## src/rtl/crcr_pkg.sv

```systemverilog
// Shared types, constants and the root-search step for the circle/rectangle
// collision block. No dependencies.
package crcr_pkg;

  localparam int PW = 54;        // width of the squared-product accumulators
  localparam int NSTEP = 13;     // bits searched for each contact offset
  localparam int RW = 12;        // radius width
  localparam logic [RW-1:0] RADIUS_RESET = 12'd128;

  typedef struct packed {
    logic [15:0]        bx;
    logic [15:0]        by;
    logic signed [15:0] vx;
    logic signed [15:0] vy;
    logic               dx_neg;
    logic               dx_pos;
    logic               dy_neg;
    logic               dy_pos;
    logic               x_major;
    logic               hit;
    logic               zero;
    logic [RW-1:0]      r;
  } side_t;

  // p = (2n-1)^2 * d2, a = (2n-1) * d2, rhs = 4 * (r*|d|)^2
  typedef struct packed {
    logic signed [PW-1:0] p;
    logic signed [PW-1:0] a;
    logic signed [PW-1:0] rhs;
    logic [RW-1:0]        n;
  } lane_t;

  typedef struct packed {
    side_t       side;
    logic [23:0] d2;
    lane_t       lx;
    lane_t       ly;
  } iter_t;

  // Try setting bit b of n; keeps p and a current with shifts and adds only.
  function automatic lane_t lane_step(lane_t l, logic [23:0] d2, logic [RW-1:0] r,
                                      int b);
    lane_t                o;
    logic signed [PW-1:0] d2w;
    logic signed [PW-1:0] pt;
    logic [RW:0]          t;
    o   = l;
    d2w = PW'(d2);
    t   = {1'b0, l.n} | ((RW+1)'(1) << b);
    pt  = l.p + (l.a <<< (b + 2)) + (d2w <<< (2 * b + 2));
    if (t <= {1'b0, r} && pt <= l.rhs) begin
      o.n = t[RW-1:0];
      o.p = pt;
      o.a = l.a + (d2w <<< (b + 1));
    end
    return o;
  endfunction

endpackage

```

## src/rtl/crcr_front.sv

```systemverilog
// Front stages: clamp, squares, distance test, offset search setup.
// Depends on crcr_pkg.
module crcr_front import crcr_pkg::*; (
  input  logic               clk,
  input  logic               rst_n,
  input  logic               en,
  input  logic               in_valid,
  input  logic [15:0]        ball_x,
  input  logic [15:0]        ball_y,
  input  logic signed [15:0] vel_x,
  input  logic signed [15:0] vel_y,
  input  logic [15:0]        rect_x,
  input  logic [15:0]        rect_y,
  input  logic [15:0]        rect_width,
  input  logic [15:0]        rect_height,
  input  logic [RW-1:0]      radius,
  output logic               v_o,
  output iter_t              d_o
);

  // stage 1: closest point and |d|
  logic [16:0]        hix, hiy, mx, my, cx, cy;
  logic signed [17:0] dx, dy, adx_w, ady_w;
  side_t              s1_nxt;

  always_comb begin
    hix = {1'b0, rect_x} + {1'b0, rect_width};
    hiy = {1'b0, rect_y} + {1'b0, rect_height};
    mx  = ({1'b0, ball_x} < hix) ? {1'b0, ball_x} : hix;
    my  = ({1'b0, ball_y} < hiy) ? {1'b0, ball_y} : hiy;
    cx  = (mx > {1'b0, rect_x}) ? mx : {1'b0, rect_x};
    cy  = (my > {1'b0, rect_y}) ? my : {1'b0, rect_y};
    dx  = signed'({1'b0, cx}) - signed'({2'b00, ball_x});
    dy  = signed'({1'b0, cy}) - signed'({2'b00, ball_y});
    adx_w = dx[17] ? -dx : dx;
    ady_w = dy[17] ? -dy : dy;
    s1_nxt         = '0;
    s1_nxt.bx      = ball_x;
    s1_nxt.by      = ball_y;
    s1_nxt.vx      = vel_x;
    s1_nxt.vy      = vel_y;
    s1_nxt.dx_neg  = dx[17];
    s1_nxt.dx_pos  = !dx[17] && (dx != '0);
    s1_nxt.dy_neg  = dy[17];
    s1_nxt.dy_pos  = !dy[17] && (dy != '0);
    s1_nxt.r       = radius;
  end

  logic        s1_v_r, s2_v_r, s3_v_r, s4_v_r;
  side_t       s1_side_r, s2_side_r, s3_side_r;
  logic [15:0] s1_adx_r, s1_ady_r;
  logic [31:0] s2_sqx_r, s2_sqy_r;
  logic [23:0] s2_r2_r;
  logic [RW-1:0] s2_adx_r, s2_ady_r;
  logic [23:0] s3_d2_r, s3_qx_r, s3_qy_r;
  iter_t       s4_r;

  // stage 2 combinational: dominant axis
  side_t       s2_nxt;
  always_comb begin
    s2_nxt         = s1_side_r;
    s2_nxt.x_major = (s1_adx_r > s1_ady_r);
  end

  // stage 3 combinational
  logic [32:0] d2_w;
  side_t       s3_nxt;
  always_comb begin
    d2_w = {1'b0, s2_sqx_r} + {1'b0, s2_sqy_r};
    s3_nxt      = s2_side_r;
    s3_nxt.hit  = (d2_w <= {9'b0, s2_r2_r});
    s3_nxt.zero = (d2_w == '0);
  end

  // stage 4 combinational
  iter_t s4_nxt;
  logic [47:0] rqx, rqy;
  always_comb begin
    rqx = s3_qx_r * s3_qx_r;
    rqy = s3_qy_r * s3_qy_r;
    s4_nxt.side  = s3_side_r;
    s4_nxt.d2    = s3_d2_r;
    s4_nxt.lx.p  = PW'(s3_d2_r);
    s4_nxt.lx.a  = -(PW'(s3_d2_r));
    s4_nxt.lx.rhs = PW'({rqx, 2'b00});
    s4_nxt.lx.n  = '0;
    s4_nxt.ly.p  = PW'(s3_d2_r);
    s4_nxt.ly.a  = -(PW'(s3_d2_r));
    s4_nxt.ly.rhs = PW'({rqy, 2'b00});
    s4_nxt.ly.n  = '0;
  end

  always_ff @(posedge clk) begin
    if (!rst_n) begin
      s1_v_r <= 1'b0;
      s2_v_r <= 1'b0;
      s3_v_r <= 1'b0;
      s4_v_r <= 1'b0;
    end else if (en) begin
      s1_v_r <= in_valid;
      s2_v_r <= s1_v_r;
      s3_v_r <= s2_v_r;
      s4_v_r <= s3_v_r;
    end
  end

  always_ff @(posedge clk) begin
    if (en) begin
      s1_side_r <= s1_nxt;
      s1_adx_r  <= adx_w[15:0];
      s1_ady_r  <= ady_w[15:0];

      s2_side_r <= s2_nxt;
      s2_sqx_r  <= s1_adx_r * s1_adx_r;
      s2_sqy_r  <= s1_ady_r * s1_ady_r;
      s2_r2_r   <= s1_side_r.r * s1_side_r.r;
      s2_adx_r  <= s1_adx_r[RW-1:0];
      s2_ady_r  <= s1_ady_r[RW-1:0];

      // only a hit is used downstream, where d2 <= r^2 fits 24 bits
      s3_side_r <= s3_nxt;
      s3_d2_r   <= d2_w[23:0];
      s3_qx_r   <= s2_side_r.r * s2_adx_r;
      s3_qy_r   <= s2_side_r.r * s2_ady_r;

      s4_r      <= s4_nxt;
    end
  end

  assign v_o = s4_v_r;
  assign d_o = s4_r;

endmodule

```

## config.mk

```make
export PLATFORM = sky130hd
export DESIGN_NAME = crcr_front
export DESIGN_NICKNAME = d
export VERILOG_FILES = /design/src/rtl/crcr_pkg.sv /design/src/rtl/crcr_front.sv
export SDC_FILE = /design/constraint.sdc
export NUM_CORES = 2
export LEC_CHECK = 0
export BUFFER_PORTS_ARGS = -buffer_cell sky130_fd_sc_hd__buf_4
export CAP_MARGIN = 20
export CORE_MARGIN = 2
export CORE_UTILIZATION = 39
export CTS_CLUSTER_DIAMETER = 200
export DETAILED_ROUTE_END_ITERATION = 6
export GPL_ROUTABILITY_DRIVEN = 0
export PLACE_DENSITY = 0.61
export SKIP_LAST_GASP = 1
export SLEW_MARGIN = 20
export SYNTH_ARGS = -nofsm -noshare
export SYNTH_HDL_FRONTEND = slang
export SYNTH_SLANG_ARGS = --single-unit
```

## constraint.sdc

```tcl
create_clock -name clk -period 26.6 [get_ports clk]
set_input_delay 3.99 -clock clk [delete_from_list [all_inputs] [get_ports clk]]
set_output_delay 3.99 -clock clk [all_outputs]
set_load 0.1 [all_outputs]
```

==> metrics.txt <==
share of cells above drive strength 1 8.88%; initial antenna violation count 4; Synth Flop Type edfxtp_1; Post-Syn Area 89800 µm²; largest cells by area after synthesis fa_1, edfxtp_1, ha_1; root buffer cell clkbuf_16; CP startpoint kind input pin; largest net degree at the start of global routing 169; Sink Count 703; Nets 11400; setup_tns 0 ns; RSZ-0062 raised after global routing false; grt ovf 0; vias after detailed routing 57900; Via density 4.83; Distinct cells, synth 91; MaxCap Viol Count 0; period utilization 51.5%; Fin. Hold Viols 0; post-cts resize count 0; Synth area leader fa_1; Die X 484 µm; Pins Over Slew Limit 0; Crit path required time 27.13 ns; Ys Warns 0; final setup skew 0.0888 ns; Initial Util 39.1%; pin slew with the least headroom to its limit 1.13 ns; Post-CTS Setup Inserts 0; vias in the first global route 63700; most frequent cell after synthesis inv_1; Max Root-Sink Buffers 3; Worst Hold Class flip-flop to flip-flop; DP HPWL 162000 µm; Setup-failing EPs final 0; Die Height 484 µm; Total GRT Usage 17.7%; DRT Wirelength 203000 µm; worst relative slew slack 24.6%; CP max stage cell o22ai_1; Critical Path AT 14.22 ns; DRC Markers 0; slowest stage delay, CP 0.60 ns; final antenna-violating net count 0; Syn Area/Cell 10.5 µm²; crit end category flip-flop; crit path kind input pin to flip-flop; Max Fclk 0.0730 GHz; CTS buffer count 88; R2R Setup Slk 17.41 ns; first-pass GRT wire length 334000 µm; hold buffer count at CTS 0; Post-synth top cells inv_1, fa_1, ha_1; die area 234000 µm²; core box area 229000 µm²; Site Rows 176; share of the synthesized area in the top cell type 32.4%; status completed; fin crit period 13.69 ns; Max Fanout on Critical Path 16; ys async rst share 0%; number of enable flip-flop cells after synthesis 699; CP dominant cell by count a21oi_1; cell count after synthesis 8584; Clock transition at path regs 0.06 ns; Avg WL per Cell 16.9 µm; count of input and output buffers 501; Iter 0 DRT Violations 2567; Ports 600; flops & latches, synth 703; post-synthesis sequential area ratio 23.5%; drt first pass iters 5; clock latency on the worst-skew pair 0.79 ns; H-tree levels 3; final core utilization 43.0%; CTS tree yes; Area growth syn-to-layout 9.96%
sequential cells by signal, indices dropped and copies added (netlist names):
name,cells
s1_adx_r,16
s2_adx_r,11
s3_side_r,83
v_o,1
s3_qy_r,24
s1_ady_r,16
s2_ady_r,11
s2_v_r,1
s1_side_r,80
s2_sqx_r,31
s2_side_r,81
s3_qx_r,24
d_o,245
s2_r2_r,22
s3_d2_r,24
s1_v_r,1
s2_sqy_r,31
s3_v_r,1
placed cells by master (no fill, tap or decap), drive strengths merged, types with 98 or more instances in the layout:
cell       n
o21ai    147
inv     1980
xnor2    238
ha       929
and2     536
fa      1455
xor2      99
buf      559
edfxtp   699
nand2    648
nor2     363
a21oi    239
clkbuf   102
a21o     122
conb      98
final timing paths:
path | startpoint | to | depth (start not counted)
max | rect_x[0] | s1_adx_r[14]$_DFFE_PP_ | 45
min | s3_side_r[82]$_DFFE_PP_ | d_o[454]$_DFFE_PP_ | 0
max reg2reg | s3_qy_r[11]$_DFFE_PP_ | d_o[61]$_DFFE_PP_ | 25
min reg2reg | s3_side_r[82]$_DFFE_PP_ | d_o[454]$_DFFE_PP_ | 0
final cells by class:
class	instances	area (µm²)
Fill cell	21900	131000
Multi-Input combinational cell	5568	59200
Sequential cell	703	21100
Inverter	1983	7440
Timing Repair Buffer	559	4240
Tap cell	3026	3790
Clock buffer	102	2260
Clock inverter	61	669
Antenna cell	2	5.00
through the flow:
stage	setup WS, ns	hold WS [ns]	std cells	cell area (µm²)
after floorplan	13.41	0.400	8681	90100
after global placement	12.37	0.400	11800	95800
after detailed placement	12.20	0.405	11800	95800
after CTS	13.06	0.389	12000	98700
after global routing	12.18	0.395	12000	98700
final	12.91	0.407	12000	98700
critical path: cells and delay by family:
| family | cells | cell delay [ns] |
|---|---|---|
| adders and majority gates | 6 | 1.84 |
| muxes | 1 | 0.37 |
| AOI/OAI and AO/OA | 23 | 5.24 |
| buffers and inverters | 2 | 0.20 |
| and+or+nand+nor | 11 | 2.25 |
| xor gates and xnor gates | 2 | 0.33 |
layer usage:
metal  vias up  track usage (%)  wire length, µm
li1      27100                -                -
met1     29400             22.0            84500
met2      1089             31.4           103000
met3       282             3.10             9490
met4         0             4.99             5650
met5         -                0                0
cells by family (layout without fill, tap and decap cells):
family / count (synthesis) / after routing / synth area share [%]
buffers and inverters: 2410 / 2705 / 11.0
other: 1 / 100 / 0.00418
AND/OR/NAND/NOR: 1917 / 1917 / 10.5
multiplexers: 79 / 79 / 0.938
adder cells (fa/ha/maj): 2384 / 2384 / 45.4
XOR/XNOR: 337 / 337 / 3.29
AO/OA/AOI/OAI: 753 / 753 / 5.45
flip-flops: 703 / 703 / 23.5
Power is not shown: default switching activity piles up to over one toggle a cycle in this logic, so the estimate is an artifact.
