## src/rtl/crcr_pkg.sv

```systemverilog
// Shared types, constants and the root-search step for the circle/rectangle
// collision block. No dependencies.
package crcr_pkg;

  localparam int PW = 54;        // width of the squared-product accumulators
  localparam int NSTEP = 13;     // bits searched for each contact offset
  localparam int RW = 12;        // radius width
  localparam logic [RW-1:0] RADIUS_RESET = 12'd128;

  typedef struct packed {
    logic [15:0]        bx;
    logic [15:0]        by;
    logic signed [15:0] vx;
    logic signed [15:0] vy;
    logic               dx_neg;
    logic               dx_pos;
    logic               dy_neg;
    logic               dy_pos;
    logic               x_major;
    logic               hit;
    logic               zero;
    logic [RW-1:0]      r;
  } side_t;

  // p = (2n-1)^2 * d2, a = (2n-1) * d2, rhs = 4 * (r*|d|)^2
  typedef struct packed {
    logic signed [PW-1:0] p;
    logic signed [PW-1:0] a;
    logic signed [PW-1:0] rhs;
    logic [RW-1:0]        n;
  } lane_t;

  typedef struct packed {
    side_t       side;
    logic [23:0] d2;
    lane_t       lx;
    lane_t       ly;
  } iter_t;

  // Try setting bit b of n; keeps p and a current with shifts and adds only.
  function automatic lane_t lane_step(lane_t l, logic [23:0] d2, logic [RW-1:0] r,
                                      int b);
    lane_t                o;
    logic signed [PW-1:0] d2w;
    logic signed [PW-1:0] pt;
    logic [RW:0]          t;
    o   = l;
    d2w = PW'(d2);
    t   = {1'b0, l.n} | ((RW+1)'(1) << b);
    pt  = l.p + (l.a <<< (b + 2)) + (d2w <<< (2 * b + 2));
    if (t <= {1'b0, r} && pt <= l.rhs) begin
      o.n = t[RW-1:0];
      o.p = pt;
      o.a = l.a + (d2w <<< (b + 1));
    end
    return o;
  endfunction

endpackage

```

## src/rtl/crcr_back.sv

```systemverilog
// Final stage: contact point, normal, reflection, output register.
// Depends on crcr_pkg.
module crcr_back import crcr_pkg::*; (
  input  logic               clk,
  input  logic               rst_n,
  input  logic               en,
  input  logic               v_i,
  input  iter_t              d_i,
  output logic               out_valid,
  output logic               hit,
  output logic [15:0]        contact_x,
  output logic [15:0]        contact_y,
  output logic signed [1:0]  normal_x,
  output logic signed [1:0]  normal_y,
  output logic signed [15:0] new_vel_x,
  output logic signed [15:0] new_vel_y
);

  function automatic logic signed [15:0] neg_sat(logic signed [15:0] v);
    return (v == 16'sh8000) ? 16'sh7fff : -v;
  endfunction

  function automatic logic [15:0] place(logic [15:0] c, logic [RW-1:0] o, logic neg);
    logic signed [17:0] so;
    logic signed [17:0] s;
    so = neg ? -signed'({6'b0, o}) : signed'({6'b0, o});
    s  = signed'({2'b00, c}) + so;
    if (s < 0) return 16'd0;
    if (s > 18'sd65535) return 16'hffff;
    return s[15:0];
  endfunction

  logic               out_valid_r, hit_r;
  logic [15:0]        cx_r, cy_r, cx_nxt, cy_nxt;
  logic signed [1:0]  nx_r, ny_r, nx_nxt, ny_nxt;
  logic signed [15:0] vx_r, vy_r, vx_nxt, vy_nxt;
  logic [RW-1:0]      ox, oy;
  side_t              s;

  always_comb begin
    s      = d_i.side;
    ox     = s.zero ? '0 : d_i.lx.n;
    oy     = s.zero ? '0 : d_i.ly.n;
    cx_nxt = '0;
    cy_nxt = '0;
    nx_nxt = '0;
    ny_nxt = '0;
    vx_nxt = s.vx;
    vy_nxt = s.vy;
    if (s.hit) begin
      cx_nxt = place(s.bx, ox, s.dx_neg);
      cy_nxt = place(s.by, oy, s.dy_neg);
      if (s.x_major) begin
        nx_nxt = s.dx_pos ? -2'sd1 : 2'sd1;
        if ((s.dx_pos && s.vx > 0) || (!s.dx_pos && s.vx < 0)) vx_nxt = neg_sat(s.vx);
      end else begin
        ny_nxt = s.dy_pos ? -2'sd1 : 2'sd1;
        if ((s.dy_pos && s.vy > 0) || (!s.dy_pos && s.vy < 0)) vy_nxt = neg_sat(s.vy);
      end
    end
  end

  always_ff @(posedge clk) begin
    if (!rst_n) begin
      out_valid_r <= 1'b0;
    end else if (en) begin
      out_valid_r <= v_i;
    end
  end

  always_ff @(posedge clk) begin
    if (en) begin
      hit_r <= s.hit;
      cx_r  <= cx_nxt;
      cy_r  <= cy_nxt;
      nx_r  <= nx_nxt;
      ny_r  <= ny_nxt;
      vx_r  <= vx_nxt;
      vy_r  <= vy_nxt;
    end
  end

  assign out_valid = out_valid_r;
  assign hit       = hit_r;
  assign contact_x = cx_r;
  assign contact_y = cy_r;
  assign normal_x  = nx_r;
  assign normal_y  = ny_r;
  assign new_vel_x = vx_r;
  assign new_vel_y = vy_r;

endmodule

```

## config.mk

```make
export PLATFORM = sky130hd
export DESIGN_NAME = crcr_back
export DESIGN_NICKNAME = d
export VERILOG_FILES = /design/src/rtl/crcr_pkg.sv /design/src/rtl/crcr_back.sv
export SDC_FILE = /design/constraint.sdc
export NUM_CORES = 1
export LEC_CHECK = 0
export BUFFER_PORTS_ARGS = -buffer_cell sky130_fd_sc_hd__buf_2
export CORE_AREA = 2 2 204 206
export DETAILED_ROUTE_END_ITERATION = 10
export DIE_AREA = 0 0 206 208
export GPL_TIMING_DRIVEN = 1
export MAX_ROUTING_LAYER = met4
export SYNTH_ARGS = -nofsm -noshare
export SYNTH_HDL_FRONTEND = slang
export SYNTH_SLANG_ARGS = --single-unit
```

## constraint.sdc

```tcl
create_clock -name clk -period 4.6 [get_ports clk]
set_clock_uncertainty 0.2 [all_clocks]
set_input_delay 0.46 -clock clk [delete_from_list [all_inputs] [get_ports clk]]
set_output_delay 0.46 -clock clk [all_outputs]
set_load 0.01 [all_outputs]
```

==> out/qor_table.md <==
| Metric | Value |
|---|---|
| Run status | completed |
| Vias in the first global route | 5081 |
| F_max | 246.6 MHz |
| Clock tree from TritonCTS | yes |
| TritonCTS buffer count | 9 |
| Combinational family with the most area after synthesis | compound AO/OA/AOI/OAI gates |
| Sum Neg Setup Slack | 0 ns |
| Endpoint class of the critical path | flop |
| Total via count in the routed design | 5116 |
| Number of nets produced by synthesis | 1083 |
| Part of the cycle the worst path needs | 88.16% |
| Area enclosed by the die boundary | 42850 µm² |
| Min Clock Period, post-route | 4.055 ns |
| Post-DR wirelength/cell | 15.87 µm |
| Post-route DRC violation count | 0 |
| Antenna violations before repair | 11 |
| Stage delay of the slowest cell on the critical path | 0.58 ns |
| Max-slew violation count | 0 |
| Insertion delay to the later sink of the worst-skew pair | 0.34 ns |
| Largest net degree at the start of global routing | 39 |
| Total of warnings raised by yosys | 0 |
| Worst Max-Slew Pin Slew | 0.7582 ns |
| Hpwl dp | 17540 µm |
| All-layer global routing usage | 9.829% |
| Sequential fraction of the synthesis area | 37.54% |
| Fin Hold WS | 0.1333 ns |
| Initial core utilization | 13.74% |
| Synth-to-layout area growth | 32.94% |
| Sink count of the clock tree | 70 |
| Power per standard cell area | 296.5 nW/µm² |
| Detailed Route Iter0 Violations | 312 |
| Count of state elements after synthesis | 70 |
| Vias per std cell | 3.926 |
| Startpoint-to-endpoint class of the critical path | in2reg |
| Register clock-pin slew on the reported worst setup and hold paths | 0.07 ns |
| Total overflow reported by the global router | 0 |
| Core Footprint | 40550 µm² |
| Clock tree buffer depth | 2 |
| Number of placed I/O pins | 529 |
| Static leakage power | 2.971 nW |
| Number of placement rows | 74 |
| Ordered list of cells on the worst path | buf_2, or4_1, o31ai_1, nand3_1, o21a_1, o22ai_1, ha_1, nand2_1, o21ai_0, a211oi_1, a21boi_0, a31oi_1, mux2_2, a21oi_1 |
| Total wirelength of the detailed-routed design | 20680 µm |
| Cell area after layout | 7408 µm² |
| Most frequently used flop master after synthesis | edfxtp_1 |
| RSZ-0062 raised after global routing | no |
| Cell area after placement | 7088 µm² |
| Endpoints failing setup | 0 |
| Final cell utilization of the core | 18.27% |
| Count of nets left with antenna violations after detail routing | 0 |
| Synthesized area | 5573 µm² |
| EDFF count, synth | 69 |
| H-tree Lvls | 3 |
| PortBufs | 168 |
| Max-capacitance violation count | 0 |
| Arithmetic-cell share of the synthesized area counting full adders, half adders and majority gates | 8.801% |
| Number of library cell types mapped by synthesis | 61 |
| Simple-gate share of the synthesized area | 15.85% |
| Worst supply voltage drop on vdd | 0.1541 mV |
| Syn_area_per_cell | 9.510 µm² |
| Detailed-routing iteration count for the pre-antenna-repair pass | 4 |
| Horizontal die dimension | 206 µm |
| Post-layout power | 2.197 mW |
| Number of instances in the synthesized netlist | 586 |
| WP data arrival | 3.93 ns |
| Largest fanout on the critical path | 16 |
| Crit start category | primary input |
| Worst EP required | 4.47 ns |
| Number of nets in the finished design | 1254 |
| Fin. Hold Viols | 0 |
| Fraction of final layout cells sized beyond drive strength 1 | 27.56% |
| Multiplexer area fraction after synthesis | 1.527% |
| Synthesized-area fraction occupied by ao, oa, aoi and oai cells | 23.87% |
| Routability-driven placement congestion ratio | 0.8429 |
| FFs w/ async S/R, synth | 0% |
| Slowest cell on the critical path | or4_1 |
| Global-route wire length before repair | 30620 µm |
| Path category of the worst min-delay check | in2reg |
| Clock Tree Root | clkbuf_16 |
| XOR/XNOR Fraction of Synth Area | 9.744% |
| Headroom to the max-slew limit | 49.46% |
| Die height | 208 µm |
metal layers:
metal | vias up | track usage (%) | wire [µm]
met5 | - | - | 0
met4 | 0 | 3.966 | 589
met3 | 27 | 1.833 | 1016
met2 | 146 | 15.67 | 9698
met1 | 2370 | 12.17 | 9377
li1 | 2573 | - | -
synthesized netlist by cell type (7+ instances only):
| master | number | area share (%) |
|---|---|---|
| xnor2_1 | 25 | 3.9 |
| a21o_1 | 12 | 1.6 |
| a211oi_1 | 8 | 1.1 |
| o21a_1 | 30 | 4.0 |
| edfxtp_1 | 69 | 37 |
| nand2_1 | 48 | 3.2 |
| ha_1 | 36 | 8.1 |
| nand2b_1 | 14 | 1.6 |
| nand3_1 | 8 | 0.72 |
| and3_1 | 7 | 0.79 |
| or4_1 | 7 | 0.94 |
| clkbuf_1 | 15 | 1.0 |
| o41ai_1 | 9 | 1.4 |
| inv_1 | 18 | 1.2 |
| nor2b_1 | 20 | 2.2 |
| o21ai_0 | 42 | 3.8 |
| a21oi_1 | 46 | 4.1 |
| xor2_1 | 37 | 5.8 |
| o31ai_1 | 11 | 1.5 |
| nor2_1 | 35 | 2.4 |
sequential cells by signal (all words and copies together) (netlist names):
signal	count
normal_x	2
normal_y	2
new_vel_y	16
new_vel_x	16
contact_y	16
out_valid	1
contact_x	16
hit	1
worst max-delay path: cells and delay by family:
kind / cells / cell delay, ns
compound gates: 8 / 1.75
simple gates: 3 / 0.79
mux: 1 / 0.43
fa+ha+maj: 1 / 0.37
buf+inv: 1 / 0.12
layout by cell type, fill, tap and decap left out, types with 6 or more instances in the layout:
cell type / netlist / routed
a21o_1: 12 / 12
o21a_1: 30 / 30
nor2_1: 35 / 35
buf_2: 2 / 168
xor2_1: 37 / 36
or4_1: 7 / 7
nor3_1: 6 / 6
nor4_1: 6 / 6
buf_4: 0 / 11
nand2b_1: 14 / 14
a31oi_1: 6 / 6
o21ai_0: 42 / 42
nand2_1: 48 / 48
a21oi_1: 46 / 46
and3_1: 7 / 7
ha_1: 36 / 36
o41ai_1: 9 / 9
edfxtp_1: 69 / 69
xnor2_1: 25 / 25
clkbuf_16: 0 / 9
a211oi_1: 8 / 8
o31ai_1: 11 / 11
nand3_1: 8 / 8
nor2b_1: 20 / 20
diode_2: 0 / 9
inv_1: 18 / 18
kinds of logic after synthesis:
logic type,Yosys count
compound gates,200
simple gates,171
flops,70
xor+xnor,62
fa+ha+maj,38
buf+inv,37
mux,8
worst paths after layout:
kind / startpoint / to / slack (ns) / depth (start not counted)
min: rst_n / out_valid$_SDFFE_PN0P_ / 0.13 / 2
max: d_i[181] / contact_x[0]$_SDFFCE_PP0P_ / 0.54 / 14
min reg2reg: out_valid$_SDFFE_PN0P_ / out_valid$_SDFFE_PN0P_ / 0.32 / 2
max reg2reg: out_valid$_SDFFE_PN0P_ / out_valid$_SDFFE_PN0P_ / 3.81 / 2
area by class of cell:
type | instances | area (µm²)
timing repair buffer | 179 | 923.4
tap | 532 | 665.6
clock buffer | 9 | 225.2
sequential | 70 | 2092
fill | 4559 | 33150
inverter | 18 | 67.56
multi-input combinational | 479 | 3351
antenna | 9 | 22.52
clock inverter | 7 | 61.31
what timing repair did:
action / CTS / global route
hold buffers: 0 / 0
buffers inserted: 0 / 0
resized for setup: 0 / 1
setup endpoints to repair: 0 / 9
power breakdown:
group / switching (mW) / internal [mW] / leakage (nW) / total [mW]
registers: 0.0250 / 0.789 / 0.678 / 0.814
logic: 0.424 / 0.289 / 2.16 / 0.714
clock network: 0.294 / 0.375 / 0.135 / 0.669
total: 0.743 / 1.45 / 2.97 / 2.20
stage by stage:
stage / cells / worst slack (ns)
after floorplan: 586 / 0.02824
after global placement: 1278 / 0.09063
after detailed placement: 1278 / 0.06236
after CTS: 1294 / 0.4182
after global routing: 1301 / 0.1896
final: 1303 / 0.5445
No activity file was read; power rests on OpenSTA's default activity.
